## src/hw/rtl/sccache_pkg.sv

```systemverilog
package sccache_pkg;

  // Default geometry of the cache
  localparam int unsigned CLASS_BYTES = 200;
  localparam int unsigned NUM_CLASSES = 128;
  localparam int unsigned STACK_DEPTH = 128;

  // Widths of the size compare path and of the registers
  localparam int unsigned SIZE_W = 15;
  localparam int unsigned DLIM_W = 8;
  localparam int unsigned PADDR_W = 4;
  localparam int unsigned PDATA_W = 32;

  // Register reset values
  localparam logic              ENABLE_RST = 1'b1;
  localparam logic [SIZE_W-1:0] MAX_SIZE_RST = 15'd20480;
  localparam logic [DLIM_W-1:0] DEPTH_LIMIT_RST = 8'd100;

  typedef enum logic [1:0] {
    REG_ENABLE = 2'd0,
    REG_MAX_SIZE = 2'd1,
    REG_DEPTH_LIMIT = 2'd2
  } reg_idx_e;

  typedef enum logic {
    FN_GET = 1'b0,
    FN_PUT = 1'b1
  } func_e;

  typedef enum logic [1:0] {
    ACT_REUSE = 2'd0,
    ACT_ALLOC = 2'd1,
    ACT_FREE = 2'd2,
    ACT_STORE = 2'd3
  } action_e;

  // Classified request kinds handed from the front to the back
  typedef enum logic [1:0] {
    KD_ALLOC_RAW = 2'd0,
    KD_GET = 2'd1,
    KD_FREE = 2'd2,
    KD_PUT = 2'd3
  } kind_e;

  localparam int unsigned KIND_W = 2;
  localparam int unsigned QITEM_W = KIND_W + $clog2(NUM_CLASSES) + 32;

  typedef enum logic [1:0] {
    BK_CLEAR = 2'd0,
    BK_IDLE = 2'd1,
    BK_LOOK = 2'd2,
    BK_POP = 2'd3
  } back_state_e;

  typedef struct packed {
    func_e       func;
    logic [31:0] req_size;
    logic [31:0] handle_in;
  } in_item_t;

  typedef struct packed {
    action_e     action;
    logic [31:0] handle_out;
    logic [31:0] alloc_size;
  } out_item_t;

endpackage

```

## src/hw/rtl/sccache_queue.sv

```systemverilog
module sccache_queue #(
  parameter int unsigned WIDTH = sccache_pkg::QITEM_W
) (
  input  logic             clk_i,
  input  logic             rst_ni,
  input  logic             push_i,
  input  logic [WIDTH-1:0] push_data_i,
  output logic             full_o,
  output logic             valid_o,
  output logic [WIDTH-1:0] data_o,
  input  logic             pop_i
);

  logic [WIDTH-1:0] mem_q [2];
  logic             wr_ptr_q;
  logic             rd_ptr_q;
  logic [1:0]       cnt_q;
  logic             do_push;
  logic             do_pop;

  assign full_o = cnt_q[1];
  assign valid_o = cnt_q != 2'd0;
  assign data_o = mem_q[rd_ptr_q];
  assign do_push = push_i & !full_o;
  assign do_pop = pop_i & valid_o;

  // Advance pointers and fill count
  always_ff @(posedge clk_i or negedge rst_ni) begin
    if (!rst_ni) begin
      wr_ptr_q <= 1'b0;
      rd_ptr_q <= 1'b0;
      cnt_q <= 2'd0;
    end else begin
      if (do_push) wr_ptr_q <= !wr_ptr_q;
      if (do_pop) rd_ptr_q <= !rd_ptr_q;
      if (do_push && !do_pop) begin
        cnt_q <= cnt_q + 2'd1;
      end else if (do_pop && !do_push) begin
        cnt_q <= cnt_q - 2'd1;
      end
    end
  end

  // Hold queued items
  always_ff @(posedge clk_i) begin
    if (do_push) mem_q[wr_ptr_q] <= push_data_i;
  end

endmodule

```

## config.mk

```make
export PLATFORM = sky130hd
export DESIGN_NAME = sccache_queue
export DESIGN_NICKNAME = d
export VERILOG_FILES = /design/src/hw/rtl/sccache_pkg.sv /design/src/hw/rtl/sccache_queue.sv
export SDC_FILE = /design/constraint.sdc
export NUM_CORES = 1
export LEC_CHECK = 0
export ABC_AREA = 1
export BUFFER_PORTS_ARGS = -buffer_cell sky130_fd_sc_hd__buf_4
export CORE_MARGIN = 2
export CORE_UTILIZATION = 40
export CTS_BUF_LIST = sky130_fd_sc_hd__clkbuf_4 sky130_fd_sc_hd__clkbuf_8 sky130_fd_sc_hd__clkbuf_16
export CTS_CLUSTER_DIAMETER = 30
export DETAILED_ROUTE_END_ITERATION = 16
export PLACE_DENSITY = 0.74
export SLEW_MARGIN = 40
export SYNTH_ARGS = -nofsm -noshare
export SYNTH_HDL_FRONTEND = slang
export SYNTH_SLANG_ARGS = --single-unit
export TNS_END_PERCENT = 5
```

## constraint.sdc

```tcl
create_clock -name clk_i -period 3 [get_ports clk_i]
set_input_delay 0.6 -clock clk_i [delete_from_list [all_inputs] [get_ports clk_i]]
set_output_delay 0.6 -clock clk_i [all_outputs]
set_load 0.005 [all_outputs]
```

==> out/qor.txt <==
Synthesized instance count - 242
Req. time, crit path - 2.40 ns
Filler Cell Count - 660
Post-synthesis simple-gate area fraction - 0.1667
Initial antenna violation count - 0
Asr flop ratio synth - 0.04651
Total Routing Usage GR - 0.1333
Max-cap violation count - 0
Count leader, synth - nand2_1
Post-DR wirelength/cell - 12.62 um
RSZ-0062 raised after global routing - no
Hold buffer count at cts - 0
Synthesized flop and latch total - 86
CTS HTree Levels - 3
CP Capture Type - output pin
CTS tree - yes
Area added between synthesis and finish - 29.36%
Die ar. - 8899 sq um
Setup TNS - 0 ns
Adder-cell share of the synthesized area - 0.003833
Root Driver - clkbuf_8
Slew HR - 0.5376
Clk_skew - 0.01026 ns
Clock sink total - 86
Post-synthesis cell area - 3264 sq um
Final Power - 3.798 mW
IO Count - 88
# DRC - 0
I/O Buffers - 87
Global-route wire length before repair - 8.825 mm
First drt pass iteration count - 6
Final hold slack - 0.02698 ns
Post-synth cell types - 15
Mux cell area share after synthesis - 0
Final hold violations - 0
Largest area contributor in the netlist - edfxtp_1
Biggest fanout along the worst timing path - 24
Vias per cell - 4.428
Post-synthesis sequential area ratio - 0.7850
Share of cells above drive strength 1 - 0.3500
Vias in the first global route - 1,951
Status - completed
Crit path arrival time - 1.63 ns
Setup Viol. Count Final - 0
Top_reg_cell synth - edfxtp_1
Die Span X - 94.34 um
Synth Area in XOR/XNOR - 0.005366
Largest family of logic cells by synthesized area - simple AND/OR/NAND/NOR gates
Worst setup SP type - flip-flop
Worst skew pair latency - 0.35 ns
Drt total wl - 5.579 mm
Mapped Nets - 288
Rows - 32
Routed Antenna Nets - 0
Initial core utilization - 0.4181
Core area - 7807 sq um
Synth Area in Compound Gates - 0
P_leak - 1.802 nW
Cell Count, Final, Fillers Out - 442
DR vias - 1,957
Tcrit/Tclk final - 0.7447
Synthesis Warnings - 0
DP HPWL - 3.676 mm
Highest Clock Rate - 0.4476 GHz
EDFF count, synth - 82
Area contributors post-synth - edfxtp_1 (75%), nand2_1 (14%), dfrtp_1 (3.1%)
Clk buf depth - 2
Post-layout min period - 2.234 ns
Total power density per cell area - 899.5 nW/um^2
Final Wtd Congestion - 0.7602
Max Slew Vio Count - 0
Worst slew pin tran - 0.6920 ns
Iter 0 DRT Violations - 57
Placed cell count - 426
Top cells by count, synth - nand2_1 (122), edfxtp_1 (82), nand2_2 (10)
Hold Path Class - input pin to async pin
Die H - 94.34 um
Post-CTS Setup Bufs - 0
N_diodes - 0
Yosys top cell area share - 0.7543
Clk slew on worst S/H paths - 0.09 ns
Total grt overflow - 0
Fin nets - 381
Kind of critical path - flip-flop to output pin
CTS resizes - 0
Worst IR drop on VDD - 0.0004058 V
Largest net degree at the start of global routing - 43
Syn_area_per_cell - 13.49 sq um
TritonCTS Buffers - 9
-- sequential cells by signal, summed over array words and instances (netlist names) --
name,flops
cnt_q,2
mem_q,82
rd_ptr_q,1
wr_ptr_q,1
-- worst paths after layout --
kind	startpoint	endpoint	slack [ns]	cells past startpoint
max in group asynchronous	rst_ni	rd_ptr_q$_DFFE_PN0P_	2.86	1
worst min-delay path	rst_ni	cnt_q[1]$_DFFE_PN0P_	0.03	1
min in group clk_i	push_data_i[25]	mem_q[0][25]$_DFFE_PP_	0.43	1
worst min register to register	cnt_q[0]$_DFFE_PN0P_	cnt_q[0]$_DFFE_PN0P_	0.51	1
worst max register to register	cnt_q[1]$_DFFE_PN0P_	mem_q[0][33]$_DFFE_PP_	1.10	4
worst max-delay path	rd_ptr_q$_DFFE_PN0P_	data_o[9]	0.77	4
-- per-layer routing --
metal  wire length, um  vias up  GRT usage
met3               295       13    0.03591
met5                 0        -          0
met4               127        0    0.06884
met2              2868       62     0.2321
li1                  -      989          -
met1              2288      893     0.1503
-- logic make-up (layout without fill, tap and decap cells) --
group                    after synthesis  in the layout
flip-flops                            86             86
adder cells (fa/ha/maj)                1              1
XOR/XNOR                               2              2
buffers and inverters                 16            114
AND/OR/NAND/NOR                      137            137
-- final cells by class --
| class | instances | area (sq um) | area share |
|---|---|---|---|
| clock inverter | 7 | 88.84 | 0.02104 |
| inverter | 7 | 33.78 | 0.008000 |
| timing repair buffer | 91 | 695.7 | 0.1647 |
| clock buffer | 9 | 123.9 | 0.02933 |
| sequential | 86 | 2564 | 0.6071 |
| tap | 102 | 127.6 | 0.03022 |
| multi-input combinational | 140 | 589.3 | 0.1396 |
-- critical path, cell delays in order (launching register included) --
cell and delay, ns:
dfrtp_2 0.64, buf_4 0.34, nand2_1 0.08, nand2_1 0.09, buf_4 0.11
-- layout by cell type (no fill, tap or decap), types with 3 or more instances in the layout --
cell type	n
nand2_2	10
edfxtp_1	82
clkbuf_8	9
inv_1	6
dfrtp_1	3
buf_4	90
nand2_1	122
-- metrics by stage --
step           worst slack [ns]    util  area [sq um]
6_report                 0.7658  0.5409          4223
5_1_grt                  0.6302  0.5409          4223
4_1_cts                  0.7294  0.5409          4223
3_5_place_dp             0.8682  0.5136          4010
3_3_place_gp             0.8939  0.5136          4010
2_1_floorplan            0.1263       -          3264
-- power breakdown --
| group | switching, mW | internal [mW] |
|---|---|---|
| clock network | 0.389 | 0.463 |
| logic | 0.656 | 0.577 |
| registers | 0.112 | 1.60 |
| total | 1.16 | 2.64 |
No activity file was read; power rests on OpenSTA's default activity.
