### src/hw/rtl/sccache_pkg.sv
package sccache_pkg;

  // Default geometry of the cache
  localparam int unsigned CLASS_BYTES = 200;
  localparam int unsigned NUM_CLASSES = 128;
  localparam int unsigned STACK_DEPTH = 128;

  // Widths of the size compare path and of the registers
  localparam int unsigned SIZE_W = 15;
  localparam int unsigned DLIM_W = 8;
  localparam int unsigned PADDR_W = 4;
  localparam int unsigned PDATA_W = 32;

  // Register reset values
  localparam logic              ENABLE_RST = 1'b1;
  localparam logic [SIZE_W-1:0] MAX_SIZE_RST = 15'd20480;
  localparam logic [DLIM_W-1:0] DEPTH_LIMIT_RST = 8'd100;

  typedef enum logic [1:0] {
    REG_ENABLE = 2'd0,
    REG_MAX_SIZE = 2'd1,
    REG_DEPTH_LIMIT = 2'd2
  } reg_idx_e;

  typedef enum logic {
    FN_GET = 1'b0,
    FN_PUT = 1'b1
  } func_e;

  typedef enum logic [1:0] {
    ACT_REUSE = 2'd0,
    ACT_ALLOC = 2'd1,
    ACT_FREE = 2'd2,
    ACT_STORE = 2'd3
  } action_e;

  // Classified request kinds handed from the front to the back
  typedef enum logic [1:0] {
    KD_ALLOC_RAW = 2'd0,
    KD_GET = 2'd1,
    KD_FREE = 2'd2,
    KD_PUT = 2'd3
  } kind_e;

  localparam int unsigned KIND_W = 2;
  localparam int unsigned QITEM_W = KIND_W + $clog2(NUM_CLASSES) + 32;

  typedef enum logic [1:0] {
    BK_CLEAR = 2'd0,
    BK_IDLE = 2'd1,
    BK_LOOK = 2'd2,
    BK_POP = 2'd3
  } back_state_e;

  typedef struct packed {
    func_e       func;
    logic [31:0] req_size;
    logic [31:0] handle_in;
  } in_item_t;

  typedef struct packed {
    action_e     action;
    logic [31:0] handle_out;
    logic [31:0] alloc_size;
  } out_item_t;

endpackage

### src/hw/rtl/sccache_front.sv
module sccache_front #(
  parameter int unsigned CLASS_BYTES = sccache_pkg::CLASS_BYTES,
  parameter int unsigned NUM_CLASSES = sccache_pkg::NUM_CLASSES
) (
  input  logic                               clk_i,
  input  logic                               rst_ni,
  input  logic                               psel,
  input  logic                               penable,
  input  logic                               pwrite,
  input  logic [sccache_pkg::PADDR_W-1:0]    paddr,
  input  logic [sccache_pkg::PDATA_W-1:0]    pwdata,
  output logic [sccache_pkg::PDATA_W-1:0]    prdata,
  input  sccache_pkg::in_item_t              item_i,
  output sccache_pkg::kind_e                 kind_o,
  output logic [$clog2(NUM_CLASSES)-1:0]     cls_o,
  output logic [31:0]                        data_o,
  output logic [sccache_pkg::DLIM_W-1:0]     depth_limit_o
);

  localparam int unsigned CLS_W = $clog2(NUM_CLASSES);
  localparam int unsigned SW = sccache_pkg::SIZE_W;
  localparam int unsigned LG = $clog2(CLASS_BYTES);
  localparam int unsigned SH = SW + LG;
  localparam int unsigned MW = SW + 1;
  localparam int unsigned PW = SW + MW;
  localparam int unsigned QW = PW - SH;
  localparam longint unsigned RECIP =
    ((64'd1 << SH) + 64'(CLASS_BYTES) - 64'd1) / 64'(CLASS_BYTES);

  logic                              enable_q;
  logic [SW-1:0]                     max_size_q;
  logic [sccache_pkg::DLIM_W-1:0]    depth_limit_q;
  logic                              wr_en;
  sccache_pkg::reg_idx_e             reg_idx;

  logic [MW-1:0] recip;
  logic [PW-1:0] prod;
  logic [QW-1:0] quot;
  logic          over;
  logic          bypass;
  logic          get_oob;
  logic          put_oob;

  assign reg_idx = sccache_pkg::reg_idx_e'(paddr[sccache_pkg::PADDR_W-1:2]);
  assign wr_en = psel & penable & pwrite;

  // Write configuration registers on the access phase
  always_ff @(posedge clk_i or negedge rst_ni) begin
    if (!rst_ni) begin
      enable_q <= sccache_pkg::ENABLE_RST;
      max_size_q <= sccache_pkg::MAX_SIZE_RST;
      depth_limit_q <= sccache_pkg::DEPTH_LIMIT_RST;
    end else if (wr_en) begin
      unique case (reg_idx)
        sccache_pkg::REG_ENABLE: enable_q <= pwdata[0];
        sccache_pkg::REG_MAX_SIZE: max_size_q <= pwdata[SW-1:0];
        sccache_pkg::REG_DEPTH_LIMIT: depth_limit_q <= pwdata[sccache_pkg::DLIM_W-1:0];
        default: ;
      endcase
    end
  end

  // Read back configuration registers
  always_comb begin
    prdata = '0;
    unique case (reg_idx)
      sccache_pkg::REG_ENABLE: prdata[0] = enable_q;
      sccache_pkg::REG_MAX_SIZE: prdata[SW-1:0] = max_size_q;
      sccache_pkg::REG_DEPTH_LIMIT: prdata[sccache_pkg::DLIM_W-1:0] = depth_limit_q;
      default: prdata = '0;
    endcase
  end

  assign depth_limit_o = depth_limit_q;

  // Divide the low size bits by the class width with a rounded-up reciprocal;
  // exact for every value below 2**SW, and larger sizes always bypass
  assign recip = MW'(RECIP);
  assign prod = PW'(item_i.req_size[SW-1:0]) * PW'(recip);
  assign quot = prod[PW-1:SH];

  assign over = (item_i.req_size[31:SW] != '0) || (item_i.req_size[SW-1:0] >= max_size_q);
  assign bypass = !enable_q || over;
  assign get_oob = 32'(quot) >= NUM_CLASSES;
  assign put_oob = (quot == '0) || (32'(quot) > NUM_CLASSES);

  // Classify the item
  always_comb begin
    kind_o = sccache_pkg::KD_ALLOC_RAW;
    cls_o = '0;
    data_o = item_i.req_size;
    if (item_i.func == sccache_pkg::FN_GET) begin
      if (!(bypass || get_oob)) begin
        kind_o = sccache_pkg::KD_GET;
        cls_o = CLS_W'(32'(quot));
      end
    end else begin
      data_o = item_i.handle_in;
      if (bypass || put_oob) begin
        kind_o = sccache_pkg::KD_FREE;
      end else begin
        kind_o = sccache_pkg::KD_PUT;
        cls_o = CLS_W'(32'(quot) - 32'd1);
      end
    end
  end

endmodule

### config.mk
export PLATFORM = sky130hd
export DESIGN_NAME = sccache_front
export DESIGN_NICKNAME = d
export VERILOG_FILES = /design/src/hw/rtl/sccache_pkg.sv /design/src/hw/rtl/sccache_front.sv
export SDC_FILE = /design/constraint.sdc
export NUM_CORES = 1
export LEC_CHECK = 0
export BUFFER_PORTS_ARGS = -buffer_cell sky130_fd_sc_hd__buf_2
export CORE_ASPECT_RATIO = 0.8
export CORE_MARGIN = 1
export CORE_UTILIZATION = 30
export CTS_CLUSTER_DIAMETER = 60
export DETAILED_ROUTE_END_ITERATION = 8
export PLACE_DENSITY_LB_ADDON = 0.05
export SKIP_LAST_GASP = 1
export SYNTH_ARGS = -nofsm -noshare
export SYNTH_HDL_FRONTEND = slang
export SYNTH_SLANG_ARGS = --single-unit
### constraint.sdc
create_clock -name clk_i -period 9.2 [get_ports clk_i]
set_input_delay 0.46 -clock clk_i [delete_from_list [all_inputs] [get_ports clk_i]]
set_output_delay 0.46 -clock clk_i [all_outputs]
set_load 0.01 [all_outputs]
==> impl_metrics.yaml, run 1 <==
status:
  status: "finished, final reports clean"
die:
  core-area_sq_um: 19910
  die_w_um: 161.9
  die-area_sq_um: 21050
  die_h_um: 130.0
  io_pins: 187
  row_count: 46
  start_util_pct: 30.83
final_layout:
  instances_no_fill: 1056
  nets: 1090
  final_layout_size_suffix_gt1_share_pct: 28.03
  area_growth_pct: 17.00
  antenna_cells: 0
synthesis:
  ys.flop_type: "dfrtp_1"
  synthTopCellsByCount: "138 x inv_1, 121 x ha_1, 69 x fa_1"
  ys_ff_latch: 24
  synth_seq_area_share_pct: 9.904
  synth_edf_count: 0
  synth_cell_types: 63
  synth.top_cell.area_share_pct: 24.66
  synth_area_leaders: "ha_1 25%, fa_1 22%, inv_1 8.4%, mux2_2 8.3%, dfrtp_1 7.3%"
  postSynth.asyncResetShare_pct: 100.0
  yosysWarnings: 0
  yosys.area.top_type: "ha_1"
  syn_inst: 651
  avgSynthCellArea_sq_um: 9.431
  syn-cell-area_sq_um: 6140
  synth.most_common_cell: "inv_1"
cts:
  post_cts_buffers: 0
  postCtsHoldBufs: 0
  cts_resized: 0
  cts.path.max_buffers: 2
  clk_pin_slew_worst_paths_ps: 60
  clock_sinks: 24
  numCtsBuffers: 3
  clk_latency_ps: 260
  cts_max_level: 1
  cts_tree: "done"
  cts_root_buf: "clkbuf_16"
critical_path:
  cp-start-kind: "input pin"
  critical-path-top-delay-family: "adder cells"
  worst_path_most_repeated_cell: "fa_1"
  cp_cell_sequence: "buf_2 -> ha_1 -> fa_1 -> fa_1 -> fa_1 -> inv_1 -> fa_1 -> inv_1 -> ha_1 -> a21o_1 -> a21o_1 -> a21oi_1 -> o211ai_1 -> a311oi_2 -> xnor2_1 -> inv_1 -> ha_1 -> o21ai_0 -> a311o_1 -> xor2_2 -> nand2_2 -> o211ai_2 -> buf_2"
  critPathBufInv: 5
  cpMaxStageDelayCell: "fa_1"
  slowest_delay_ps: 610
  worstPathRequired_ps: 8740
  crit_arrival_ps: 6280
  critPathKind: "input pin to primary output"
  cp-end-kind: "primary output"
  crit_fanout: 9
routing:
  wl_per_cell_um: 15.24
  wirelength_um: 16090
  drc: 0
  drtIter0Drc: 179
  dr_total_vias: 4995
  viasPerCell: 4.730
  drt-pass1-iter-count: 4
  ant_nets: 0
grt:
  grtUsageMet1_pct: 23.30
  grt_most_used_layer: "met2"
  grt_pass1_vias: 4863
  grt_remaining_overflow: 0
  grt_use_met3_pct: 1.844
  use_met2_pct: 24.01
  grt_use_total_pct: 15.23
  grt_max_degree: 49
  grt_antenna_before_repair: 0
  grt_pass1_wl_um: 25120
hold_path:
  hold_path.class: "input pin to asynchronous set/reset pin"
timing:
  period_needed_ps: 6743
  fin_tns_setup_ps: 0
  fin_crit_sh_pct: 73.29
  setup_viol: 0
  worst_slack_ps: 2457
  fin_worst_skew_ps: 0
  slew_violations: 0
  slew_headroom_pct: 39.59
  finalHoldViolCount: 0
  rsz0062_at_grt: "false"
  tightest_slew_ps: 906.2
  max_freq_ghz: 0.1483
pwr:
  p_leak_nw: 3.837
  powerDensity_nw_per_um2: 246.1
  power_mw: 1.768
  ir_drop_mv: 0.1302
place:
  dp.cells: 1053
  io_buffer_count: 150
  place_worst_setup_slack_ps: 2447
  place_congestion: 0.8028
  dp_hpwl_um: 14620
run:
  drv_cap: 0
==> power by group <==
| group | switching [mW] | internal [mW] | total [mW] |
|---|---|---|---|
| Sequential | 0.0194 | 0.135 | 0.154 |
| Clock | 0.0352 | 0.0575 | 0.0927 |
| Combinational | 0.908 | 0.613 | 1.52 |
| Total | 0.963 | 0.805 | 1.77 |
==> routing by layer <==
layer | vias to the layer above | share of wire, %
met2 | 149 | 44
met1 | 2392 | 51
met4 | 0 | 0
met5 | - | 0
li1 | 2454 | -
met3 | 0 | 4.8
==> state kept, by name, indices dropped and copies added, names as in the netlist <==
name           count
enable_q           1
depth_limit_o      8
max_size_q        15
==> cell type report <==
type / instances / area (sq um)
fillers: 2093 / 12730
repair buffers: 150 / 750.7
well taps: 264 / 330.3
inverters: 138 / 518.0
flip-flops and latches: 24 / 608.1
multi-input cells: 477 / 4901
clock buffers: 3 / 75.07
==> per-stage QoR <==
stage                     hold slack [ps]  instance area, sq um  utilization, %
final                               182.5                  7183           36.07
after global routing                212.5                  7183           36.07
after floorplan                     164.4                  6200               -
after global placement              472.1                  7108           35.69
after detailed placement            488.7                  7108           35.69
after CTS                           200.4                  7183           36.07
==> placed cells by master (no fill, tap or decap), types with 15 or more instances in the layout <==
cell / Yosys / layout
a21oi_1: 18 / 18
buf_2: 0 / 150
conb_1: 1 / 17
dfrtp_1: 18 / 18
fa_1: 69 / 69
ha_1: 121 / 121
inv_1: 138 / 138
mux2_2: 45 / 45
nand2_1: 31 / 31
nand4_1: 15 / 15
nor2_1: 15 / 15
o21ai_0: 24 / 24
==> final timing paths <==
kind	start	endpoint	slack, ps	cells after the start
hold / removal	rst_ni	max_size_q[13]	180	1
setup / recovery	item_i[44]	cls_o[4]	2460	23
min in group clk_i	pwdata[8]	max_size_q[8]	430	2
max in group asynchronous	rst_ni	depth_limit_o[2]	8640	1
setup reg to reg	max_size_q[0]	max_size_q[0]	8380	1
hold reg to reg	depth_limit_o[4]	depth_limit_o[4]	530	1
==> cells by family (layout without fill, tap and decap cells) <==
family | Yosys count | count (layout) | synth area share (%)
simple gates | 118 | 118 | 10.78
flops | 24 | 24 | 9.904
fa+ha+maj | 190 | 190 | 47.16
compound gates | 97 | 97 | 11.05
other cells | 1 | 17 | 0.06108
buf+inv | 166 | 291 | 11.25
mux | 45 | 45 | 8.254
xor+xnor | 10 | 10 | 1.549
(Power assumes the default switching activity.)
==> run 2: changes to the inputs <==
Settings changed: ABC_AREA set to 1.
Clock period 9.2 ns to 5.52 ns, I/O delays scaled along.
==> run 2 against run 1 <==
Net effect:
- synthesized cell count grew 42%
- design area grew 13%
- combinational power increased by 110%
- critical path type unchanged
- largest power group unchanged
- highest routed layer is now met4
==> impl_metrics.yaml, run 2 <==
run:
  drv_cap: 0
cts:
  numCtsBuffers: 3
  cts_root_buf: "clkbuf_16"
  postCtsHoldBufs: 0
  clock_sinks: 24
  clk_latency_ps: 260
  clk_pin_slew_worst_paths_ps: 60
  cts.path.max_buffers: 2
  cts_tree: "done"
  cts_max_level: 1
synthesis:
  synth_area_leaders: "ha_1 23%, fa_1 21%, nand2_1 13%, inv_1 13%, dfrtp_1 6.8%"
  synthTopCellsByCount: "234 x nand2_1, 232 x inv_1, 121 x ha_1"
  synth.top_cell.area_share_pct: 22.73
  synth_seq_area_share_pct: 9.130
  avgSynthCellArea_sq_um: 7.224
  yosysWarnings: 0
  syn-cell-area_sq_um: 6660
  yosys.area.top_type: "ha_1"
  ys_ff_latch: 24
  syn_inst: 922
  synth_cell_types: 37
  synth.most_common_cell: "nand2_1"
  ys.flop_type: "dfrtp_1"
  synth_edf_count: 0
  postSynth.asyncResetShare_pct: 100.0
final_layout:
  regMostFlops: "max_size_q"
  utilization_pct: 37.42
  largest_reg_flops: 15
  layout_commonest_cell: "inv_1"
  nets: 1375
  fin_area_sq_um: 8113
  final_layout_size_suffix_gt1_share_pct: 23.19
  n_fill_cell: 2421
  multi_input_area_sq_um: 5255
  instances_no_fill: 1378
  final_cell_mix: "228 x inv_1, 223 x nand2_1, 140 x buf_2, 112 x ha_1, 66 x fa_1"
  antenna_cells: 0
  register_area_sq_um: 608.1
  area_growth_pct: 21.81
place:
  place_congestion: 0.7949
  io_buffer_count: 150
  dp_hpwl_um: 16860
  placed_area_sq_um: 7775
  dp.cells: 1372
routing:
  ant_nets: 0
  viasPerCell: 4.324
  drtIter0Drc: 259
  drc: 0
  drt-pass1-iter-count: 5
  wirelength_um: 18750
  dr_total_vias: 5959
  wl_per_cell_um: 13.61
grt:
  grt_use_total_pct: 16.20
  grt_remaining_overflow: 0
  grt_max_degree: 55
  grt_pass1_vias: 5317
  grt_antenna_before_repair: 1
  grt_pass1_wl_um: 28840
die:
  io_pins: 187
  die-area_sq_um: 22800
  start_util_pct: 30.72
  core-area_sq_um: 21680
  die_w_um: 168.6
  row_count: 48
  die_h_um: 135.3
timing:
  slew_headroom_pct: 38.36
  max_freq_ghz: 0.1908
  fin_crit_sh_pct: 94.94
  fin_tns_setup_ps: 0
  period_needed_ps: 5241
  finalHoldViolCount: 0
  slew_violations: 0
  rsz0062_at_grt: "false"
  tightest_slew_ps: 922.4
  fin_worst_skew_ps: 0
  setup_viol: 0
critical_path:
  r2r_end: "enable_q"
  r2r_start: "enable_q"
  cp-end-kind: "primary output"
  slowest_delay_ps: 550
  cpMaxStageDelayCell: "fa_1"
  crit_start: "item_i[40]"
  crit_fanout: 7
  worstPathRequired_ps: 5240
  crit_arrival_ps: 4960
  worst_path_most_repeated_cell: "nand2_1"
  critical-path-top-delay-family: "adder cells"
  critPathBufInv: 8
  ff2ff_path_depth: 2
  reg2reg_slack_ps: 4650
  critPathKind: "input pin to primary output"
  cp-start-kind: "input pin"
pwr:
  ir_drop_mv: 0.3817
  power_mw: 3.594
  p_leak_nw: 4.791
  powerDensity_nw_per_um2: 443.0
status:
  status: "finished, final reports clean"
hold_path:
  hold_path.class: "input pin to asynchronous set/reset pin"
-- run 2: repair_timing --
item	4_1_cts	5_1_grt
gates resized for setup	0	63
setup endpoints to repair	0	8
buffers inserted	0	2
-- run 2: layer usage --
metal	GRT usage (%)	vias up	routed length [um]
met5	0	-	0
met2	21.85	135	7344
met1	27.25	2720	10610
met4	0.5051	0	19
li1	-	3102	-
met3	2.483	2	774
-- run 2: how the worst max path moves through the flow --
stage	endpoint	slack [ps]	cells past startpoint
after floorplan	cls_o[0]	740	27
final	cls_o[5]	280	31
after global placement	cls_o[4]	120	31
after detailed placement	cls_o[6]	110	31
after global routing	cls_o[5]	7	26
after CTS	cls_o[6]	100	31
-- run 2: metrics by stage --
stage	worst slack (ps)	hold WS (ps)
after floorplan	741.5	-19.59
after global placement	121.5	303.4
after detailed placement	111.6	308.0
after CTS	95.39	21.65
after global routing	7.189	50.25
final	279.1	13.46
-- run 2: cell families after synthesis --
logic type,count (synthesis),synth area share [%]
xor gates and xnor gates,3,0.3946
other,1,0.05631
AOI/OAI and AO/OA,81,6.913
and+or+nand+nor,347,22.00
DFF,24,9.130
buffers and inverters,263,15.84
muxes,13,2.198
adders and majority gates,190,43.47
-- run 2: cell type report --
class / count / area share, %
Sequential cell: 24 / 7.495
Multi-Input combinational cell: 651 / 64.77
Tap cell: 300 / 4.627
Timing Repair Buffer: 167 / 11.27
Inverter: 232 / 10.73
Clock buffer: 4 / 1.095
-- run 2: power breakdown --
group | switching (mW) | internal [mW]
logic | 1.98 | 1.19
registers | 0.0279 | 0.219
clock network | 0.0636 | 0.111
